<file path="config.mk">
export PLATFORM = sky130hd
export DESIGN_NAME = overwrite_byte_fifo
export DESIGN_NICKNAME = d
export VERILOG_FILES = /design/src/sv/ofb_pkg.sv /design/src/sv/ofb_ram.sv /design/src/sv/ofb_ctrl.sv /design/src/sv/overwrite_byte_fifo.sv
export SDC_FILE = /design/constraint.sdc
export NUM_CORES = 2
export LEC_CHECK = 0
export BUFFER_PORTS_ARGS = -buffer_cell sky130_fd_sc_hd__buf_4
export CORE_MARGIN = 2
export CORE_UTILIZATION = 40
export CTS_CLUSTER_DIAMETER = 30
export DETAILED_ROUTE_END_ITERATION = 10
export GPL_ROUTABILITY_DRIVEN = 0
export GPL_TIMING_DRIVEN = 0
export MAX_ROUTING_LAYER = met4
export PLACE_DENSITY_LB_ADDON = 0.08
export SYNTH_ARGS = -nofsm -noshare
export SYNTH_HDL_FRONTEND = slang
export SYNTH_HIERARCHICAL = 1
export SYNTH_SLANG_ARGS = --single-unit
</file>
<file path="constraint.sdc">
create_clock -name clock -period 5.7 [get_ports clock]
set_input_delay 0.57 -clock clock [delete_from_list [all_inputs] [get_ports clock]]
set_output_delay 0.57 -clock clock [all_outputs]
set_load 0.1 [all_outputs]
</file>
<file path="src/sv/ofb_pkg.sv">
// ----------------------------------------------------------------------------
// ofb_pkg
// Shared types and constants for the overwrite byte FIFO.
// ----------------------------------------------------------------------------
`timescale 1ns / 1ps
`default_nettype none

package ofb_pkg;

   // default number of physical byte slots
   localparam int DEPTH_DEFAULT = 256;

   // capacity register value after reset
   localparam int CAP_RESET = 256;

   // field widths fixed by the interface
   localparam int DATA_W   = 8;
   localparam int OFFSET_W = 8;
   localparam int COUNT_W  = 9;
   localparam int CSR_W    = 9;

   // operation codes
   typedef enum logic [1:0] {
      KIND_PUT   = 2'd0,
      KIND_GET   = 2'd1,
      KIND_PEEK  = 2'd2,
      KIND_CLEAR = 2'd3
   } kind_type;

   // per-item result information that travels alongside the memory read
   typedef struct packed {
      logic               rd;     // a stored byte is read for this item
      logic [COUNT_W-1:0] fill;   // bytes held after the operation
   } meta_type;

endpackage

`default_nettype wire

</file>
<file path="src/sv/ofb_ram.sv">
// ----------------------------------------------------------------------------
// ofb_ram
// Generic single-port RAM with a registered read port.
// ----------------------------------------------------------------------------
`timescale 1ns / 1ps
`default_nettype none

module ofb_ram #(
   parameter int WIDTH = 8,
   parameter int DEPTH = 256
) (
   input  wire logic                     clock,
   input  wire logic                     en,
   input  wire logic                     we,
   input  wire logic [$clog2(DEPTH)-1:0] addr,
   input  wire logic [WIDTH-1:0]         wdata,
   output logic      [WIDTH-1:0]         rdata
);

   logic [WIDTH-1:0] mem_ff [DEPTH];
   logic [WIDTH-1:0] rdata_ff;

   // write or read one entry per cycle
   always_ff @(posedge clock) begin
      if (en) begin
         if (we) begin
            mem_ff[addr] <= wdata;
         end else begin
            rdata_ff <= mem_ff[addr];
         end
      end
   end

   assign rdata = rdata_ff;

endmodule

`default_nettype wire

</file>
<file path="src/sv/ofb_ctrl.sv">
// ----------------------------------------------------------------------------
// ofb_ctrl
// Pointer and fill-count unit: issues the memory access, if any, for each item and
// updates the ring state.
// ----------------------------------------------------------------------------
`timescale 1ns / 1ps
`default_nettype none

module ofb_ctrl
   import ofb_pkg::*;
#(
   parameter int DEPTH = DEPTH_DEFAULT
) (
   input  wire logic                     clock,
   input  wire logic                     reset,
   input  wire logic                     accept,
   input  wire logic [1:0]               kind,
   input  wire logic [DATA_W-1:0]        put_byte,
   input  wire logic [OFFSET_W-1:0]      peek_offset,
   input  wire logic                     csr_we,
   input  wire logic [CSR_W-1:0]         csr_wdata,
   output logic                          mem_en,
   output logic                          mem_we,
   output logic      [$clog2(DEPTH)-1:0] mem_addr,
   output logic      [DATA_W-1:0]        mem_wdata,
   output meta_type                      meta
);

   localparam int PTR_W = $clog2(DEPTH);
   localparam int CAP_W = (PTR_W + 1 > CSR_W) ? PTR_W + 1 : CSR_W;
   localparam int CAP_INIT = (CAP_RESET > DEPTH) ? DEPTH : CAP_RESET;
   localparam logic [CAP_W-1:0] DEPTH_C = CAP_W'(DEPTH);
   localparam logic [CAP_W-1:0] ONE_C   = CAP_W'(1);

   logic [CAP_W-1:0]   cap_ff, cap_in;
   logic [PTR_W-1:0]   oldest_ff, oldest_in;
   logic [PTR_W-1:0]   wr_ptr_ff, wr_ptr_in;
   logic [COUNT_W-1:0] held_ff, held_in;

   logic [CAP_W-1:0]   csr_ext;
   logic [CAP_W-1:0]   held_ext;
   logic               full;
   logic               peek_hit;
   logic [CAP_W:0]     peek_sum;
   logic [CAP_W:0]     peek_pos;
   logic [PTR_W-1:0]   oldest_next;
   logic [PTR_W-1:0]   wr_ptr_next;
   kind_type           op;

   // step a pointer by one, wrapping at the capacity in use
   function automatic logic [PTR_W-1:0] step_ptr(input logic [PTR_W-1:0] p,
                                                 input logic [CAP_W-1:0] cap);
      logic [CAP_W-1:0] inc;
      inc = CAP_W'(p) + ONE_C;
      step_ptr = (inc >= cap) ? '0 : inc[PTR_W-1:0];
   endfunction

   assign op          = kind_type'(kind);
   assign csr_ext     = CAP_W'(csr_wdata);
   assign held_ext    = CAP_W'(held_ff);
   assign full        = (held_ext >= cap_ff);
   assign peek_hit    = ({1'b0, peek_offset} < held_ff);
   assign peek_sum    = (CAP_W + 1)'(oldest_ff) + (CAP_W + 1)'(peek_offset);
   assign peek_pos    = (peek_sum >= {1'b0, cap_ff}) ? peek_sum - {1'b0, cap_ff}
                                                     : peek_sum;
   assign oldest_next = step_ptr(oldest_ff, cap_ff);
   assign wr_ptr_next = step_ptr(wr_ptr_ff, cap_ff);

   // decode the operation into a memory access and the next ring state
   always_comb begin
      cap_in    = cap_ff;
      oldest_in = oldest_ff;
      wr_ptr_in = wr_ptr_ff;
      held_in   = held_ff;
      mem_en    = 1'b0;
      mem_we    = 1'b0;
      mem_addr  = wr_ptr_ff;
      mem_wdata = put_byte;
      meta.rd   = 1'b0;

      if (csr_we) begin
         // clamp the capacity to one through DEPTH and empty the buffer
         if (csr_ext == '0) begin
            cap_in = ONE_C;
         end else if (csr_ext > DEPTH_C) begin
            cap_in = DEPTH_C;
         end else begin
            cap_in = csr_ext;
         end
         oldest_in = '0;
         wr_ptr_in = '0;
         held_in   = '0;
      end else if (accept) begin
         case (op)
            KIND_PUT: begin
               mem_en    = 1'b1;
               mem_we    = 1'b1;
               mem_addr  = wr_ptr_ff;
               wr_ptr_in = wr_ptr_next;
               if (full) begin
                  held_in   = cap_ff[COUNT_W-1:0];
                  oldest_in = oldest_next;
               end else begin
                  held_in = held_ff + COUNT_W'(1);
               end
            end
            KIND_GET: begin
               if (held_ff != '0) begin
                  mem_en    = 1'b1;
                  mem_addr  = oldest_ff;
                  meta.rd   = 1'b1;
                  oldest_in = oldest_next;
                  held_in   = held_ff - COUNT_W'(1);
               end
            end
            KIND_PEEK: begin
               if (peek_hit) begin
                  mem_en   = 1'b1;
                  mem_addr = peek_pos[PTR_W-1:0];
                  meta.rd  = 1'b1;
               end
            end
            KIND_CLEAR: begin
               oldest_in = '0;
               wr_ptr_in = '0;
               held_in   = '0;
            end
            default: begin
               held_in = held_ff;
            end
         endcase
      end
      meta.fill = held_in;
   end

   // hold the ring state
   always_ff @(posedge clock) begin
      if (reset) begin
         cap_ff    <= CAP_W'(CAP_INIT);
         oldest_ff <= '0;
         wr_ptr_ff <= '0;
         held_ff   <= '0;
      end else begin
         cap_ff    <= cap_in;
         oldest_ff <= oldest_in;
         wr_ptr_ff <= wr_ptr_in;
         held_ff   <= held_in;
      end
   end

endmodule

`default_nettype wire

</file>
<file path="src/sv/overwrite_byte_fifo.sv">
// ----------------------------------------------------------------------------
// overwrite_byte_fifo
// Byte ring buffer that drops its oldest byte when a put finds it full.
// ----------------------------------------------------------------------------
//   channel  direction  handshake            payload
//   req_     in         req_valid/req_stall  kind, put_byte, peek_offset
//   rsp_     out        rsp_valid/rsp_stall  read_byte, read_valid, fill_count
//   csr_     in         csr_we               capacity (wdata)
//
// One item per cycle unless a stall holds the flow; each result passes through
// the RAM read register, loaded at its transfer edge, and then the output register.
// The single RAM port carries at most one put write or one get/peek read per item.
// Synchronous reset empties the buffer and sets capacity to its reset value;
// the byte store itself needs no clearing.
// A stalled result holds the read stage, which then stalls the request side.
// ----------------------------------------------------------------------------
`timescale 1ns / 1ps
`default_nettype none

module overwrite_byte_fifo
   import ofb_pkg::*;
#(
   parameter int DEPTH = DEPTH_DEFAULT
) (
   input  wire logic                clock,
   input  wire logic                reset,
   input  wire logic                req_valid,
   output logic                     req_stall,
   input  wire logic [1:0]          req_kind,
   input  wire logic [DATA_W-1:0]   req_put_byte,
   input  wire logic [OFFSET_W-1:0] req_peek_offset,
   output logic                     rsp_valid,
   input  wire logic                rsp_stall,
   output logic      [DATA_W-1:0]   rsp_read_byte,
   output logic                     rsp_read_valid,
   output logic      [COUNT_W-1:0]  rsp_fill_count,
   input  wire logic                csr_we,
   input  wire logic [CSR_W-1:0]    csr_wdata
);

   localparam int PTR_W = $clog2(DEPTH);

   logic               accept;
   logic               mem_en;
   logic               mem_we;
   logic [PTR_W-1:0]   mem_addr;
   logic [DATA_W-1:0]  mem_wdata;
   logic [DATA_W-1:0]  mem_rdata;
   meta_type           meta;

   logic               s1_valid_ff, s1_valid_in;
   meta_type           s1_meta_ff;
   logic               out_valid_ff, out_valid_in;
   logic [DATA_W-1:0]  out_byte_ff;
   logic               out_rd_ff;
   logic [COUNT_W-1:0] out_fill_ff;
   logic               out_free;
   logic               s1_move;

   // advance the read stage whenever the output register can take it
   assign out_free  = !out_valid_ff || !rsp_stall;
   assign s1_move   = s1_valid_ff && out_free;
   assign req_stall = s1_valid_ff && !out_free;
   assign accept    = req_valid && !req_stall;

   ofb_ctrl #(
      .DEPTH (DEPTH)
   ) u_ctrl (
      .clock       (clock),
      .reset       (reset),
      .accept      (accept),
      .kind        (req_kind),
      .put_byte    (req_put_byte),
      .peek_offset (req_peek_offset),
      .csr_we      (csr_we),
      .csr_wdata   (csr_wdata),
      .mem_en      (mem_en),
      .mem_we      (mem_we),
      .mem_addr    (mem_addr),
      .mem_wdata   (mem_wdata),
      .meta        (meta)
   );

   ofb_ram #(
      .WIDTH (DATA_W),
      .DEPTH (DEPTH)
   ) u_ram (
      .clock (clock),
      .en    (mem_en),
      .we    (mem_we),
      .addr  (mem_addr),
      .wdata (mem_wdata),
      .rdata (mem_rdata)
   );

   always_comb begin
      s1_valid_in  = accept || (s1_valid_ff && !out_free);
      out_valid_in = s1_move || (out_valid_ff && rsp_stall);
   end

   // read stage and output register
   always_ff @(posedge clock) begin
      if (reset) begin
         s1_valid_ff  <= 1'b0;
         out_valid_ff <= 1'b0;
      end else begin
         s1_valid_ff  <= s1_valid_in;
         out_valid_ff <= out_valid_in;
      end
      if (accept) begin
         s1_meta_ff <= meta;
      end
      if (s1_move) begin
         out_byte_ff <= s1_meta_ff.rd ? mem_rdata : '0;
         out_rd_ff   <= s1_meta_ff.rd;
         out_fill_ff <= s1_meta_ff.fill;
      end
   end

   assign rsp_valid      = out_valid_ff;
   assign rsp_read_byte  = out_byte_ff;
   assign rsp_read_valid = out_rd_ff;
   assign rsp_fill_count = out_fill_ff;

endmodule

`default_nettype wire
</file>
==> results by group <==
Outcome
  • Status: finished with violations
  • Failing checks: negative setup slack

Drt
  • Routed Antenna Nets: 0
  • Via count: 45500
  • Residual DRC count: 0
  • WL final: 259 mm
  • Via density: 5.72
  • 1st-pass router iterations: 6
  • Routed len/inst: 32.5 um
  • DRT iter0 DRCs: 4910

GRT
  • First-pass GRT wire length: 356 mm
  • Vias in the first global route: 46200
  • Initial antenna violation count: 7
  • Largest net degree at the start of global routing: 137
  • Overall routing resource usage: 24.9%
  • Grt ovf: 0

Pwr
  • Cell Pwr Density: 405 mW/mm^2
  • Combinational Power Share: 2.5%
  • Sequential group share of total power: 38.6%
  • Cell Int Power: 0.0355 W
  • Psw: 0.00910 W
  • Clock share of power: 58.9%
  • Leakage: 34.7 nW
  • Worst vdd ir: 0.341 mV
  • Switching share of power: 20.4%

Setup path
  • CP Capture Type: flop
  • Worst EP arrival: 6430 ps
  • Required @ worst endpoint: 6360 ps
  • Type of origin of the critical path: flop
  • CP max FO: 7
  • Critical path class: flop to flop
  • Worst Reg2Reg Path Length in Cells: 22

Die
  • Die W: 461 um
  • Initial core utilization: 40.3%
  • Die area: 0.213 mm^2
  • Ports: 52
  • CORE AREA: 0.207 mm^2
  • Die height: 461 um
  • Row count: 167

Yosys
  • Number of flops mapped to enable cells by yosys: 2084
  • Prevailing post-synth register cell: edfxtp_1
  • Most frequent cells after synthesis: 2084 x edfxtp_1, 512 x mux4_2, 308 x nor2_1
  • Yosys top cell area share: 74.9%
  • Asr flop ratio synth: 0%
  • Syn_nets: 4209
  • Cell count after synthesis: 4115
  • Post-Syn Area per Cell: 20.3 um^2
  • Synth top area cells: edfxtp_1 75%, mux4_2 14%, a22oi_1 2.3%
  • Cell type with the largest total area after synthesis: edfxtp_1
  • Sequential-to-total area share from yosys stat: 75.8%
  • Post-synthesis cell area: 0.0835 mm^2
  • Synth cell types: 74
  • Synth Register Bits: 2120
  • Number of synthesis warnings: 6
  • Most frequent cell after synthesis: edfxtp_1

Job
  • Max_cap viols: 0

STA
  • Unrepaired setup endpoints after global routing: true
  • Period utilisation layout: 101%
  • Min Hold Slack: 52.5 ps
  • Final Setup Violations: 6
  • Worst setup margin: -69.8 ps
  • Fin. max-slew vios: 0
  • Clock skew: 92.0 ps
  • Post-layout min period: 5770 ps
  • Rel. slew slack: 21.1%
  • Slew @ Worst Pin: 1180 ps
  • Max Clk Rate: 0.173 GHz
  • Endpoints failing hold: 0

Clock tree
  • Clock Path Buffers: 4
  • H-tree depth: 5
  • Clock Latency Late Sink: 990 ps
  • Clock root buffer: clkbuf_16
  • Clock transition at path regs: 50 ps
  • Clock sink count: 2120
  • CTS tree: done
  • Cts bufs inserted: 468

Finish
  • Layout cells sized above 1: 41.7%
  • Post-route cell area: 0.110 mm^2
  • Layout Nets: 4888
  • Finished Layout Cells: 7962
  • Synth-to-layout area growth: 31.7%

Hold path
  • Hold depth: 1
  • Hold Path Class: primary input to flop

Placed design
  • Post-place setup slack: -3320 ps
  • DP Wirelength: 166 mm
  • Post-DP Area: 0.0882 mm^2
  • Inst Count DP: 6977
  • IO Port Bufs: 42
-- per-layer routing --
layer	vias to the layer above	track usage [%]	share of wire, %
met5	-	-	0
met4	0	9.93	4.1
met3	487	4.80	6.6
met2	1752	38.5	48
met1	24400	32.7	41
li1	18800	-	-
-- sequential cells by signal, summed over array words and instances (netlist names) --
signal	count
rsp_fill_count	9
rsp_read_byte	8
rsp_read_valid	1
rsp_valid	1
s1_meta_ff	10
s1_valid_ff	1
u_ctrl/cap_ff	9
u_ctrl/held_ext	9
u_ctrl/oldest_ff	8
u_ctrl/wr_ptr_ff	8
u_ram/mem_ff	2048
u_ram/rdata	8
-- through the flow --
stage / power, W / util [%] / TNS, ps
after floorplan: 0.0181 / - / 0
after global placement: 0.0185 / 42.1 / -7771770
after detailed placement: 0.0185 / 42.6 / -5604450
after CTS: 0.0449 / 52.2 / -123400
after global routing: 0.0458 / 53.1 / -11330
final: 0.0446 / 53.1 / -215
-- final cells by class --
class,instances,area (um^2)
plain buffers,251,2350
multi-input cells,1712,22200
well taps,2788,3490
diodes,1,2.50
clock inverters,304,3360
inverters,31,116
repair buffers,210,2970
clock buffers,545,12200
flip-flops and latches,2120,63300
fillers,16300,97300
-- critical path, stage by stage (launching register included) --
cell and delay, ps:
dfxtp_4 410, ha_4 230, or4_1 500, o211ai_1 120
xor2_1 280, inv_1 120, ha_4 300, nand4_1 100
o21bai_1 200, a21oi_2 100, o21ai_2 80, buf_6 130
mux2i_1 180, a221o_1 240, buf_12 170, buf_16 200
buf_16 210, buf_16 150, mux4_2 550, a22oi_2 320
a21oi_2 150, o41ai_4 510, nand4_1 200
-- final timing paths --
check                                    startpoint                   end  slack [ps]
worst min register to register        s1_meta_ff[1]     rsp_fill_count[1]         420
worst min-delay path                req_put_byte[1]  u_ram/mem_ff[150][1]          50
worst max-delay path            u_ctrl/oldest_ff[4]        u_ram/rdata[5]         -70
worst max register to register  u_ctrl/oldest_ff[4]        u_ram/rdata[5]         -70
-- timing repair --
item / in CTS / in global routing
pin swaps: 65 / 87
setup buffers: 50 / 63
hold buffers: 18 / 0
hold endpoints to repair: 103 / 0
gates cloned: 3 / 2
setup endpoints to repair: 2056 / 2053
gates resized for setup: 931 / 242
-- placed cells by master (no fill, tap or decap), drive strengths merged, types with 4 or more instances in the layout --
cell type	count
xor2	8
o41ai	32
o21ai	30
nand2b	11
xnor2	15
o21a	4
a22oi	258
edfxtp	2084
mux2	4
nor2b	15
buf	301
clkinvlp	47
nor3b	7
a211oi	5
a21boi	4
clkinv	170
mux4	512
a31oi	8
a21oi	168
or2	5
a32oi	5
nand4	14
inv	56
o211ai	7
clkbuf	687
bufinv	62
and2	26
ha	60
nand3	28
nor2	309
dlygate4sd3	18
dfxtp	36
nor3	20
o21bai	5
a21o	10
and3	11
o31ai	5
a221o	8
nand2	66
a32o	5
-- logic make-up (layout without fill, tap and decap cells) --
kind of cell / count (synthesis) / count (layout) / synth area share (%)
mux: 519 / 519 / 13.9
flops: 2120 / 2120 / 75.8
xor+xnor: 23 / 23 / 0.241
buf+inv: 283 / 1341 / 1.52
fa+ha+maj: 62 / 62 / 0.947
other cells: 0 / 1 / 0
simple gates: 530 / 530 / 2.85
compound gates: 578 / 578 / 4.78
-- power by group through the flow --
| stage | clock (W) | sequential [W] | combinational, W |
|---|---|---|---|
| 2_1_floorplan | 0 | 0.0175 | 0.000563 |
| 3_3_place_gp | 0 | 0.0175 | 0.000966 |
| 3_5_place_dp | 0 | 0.0175 | 0.00102 |
| 4_1_cts | 0.0266 | 0.0172 | 0.00110 |
| 5_1_grt | 0.0274 | 0.0172 | 0.00120 |
| 6_report | 0.0263 | 0.0172 | 0.00113 |
Power figures use the tool's default switching activity.
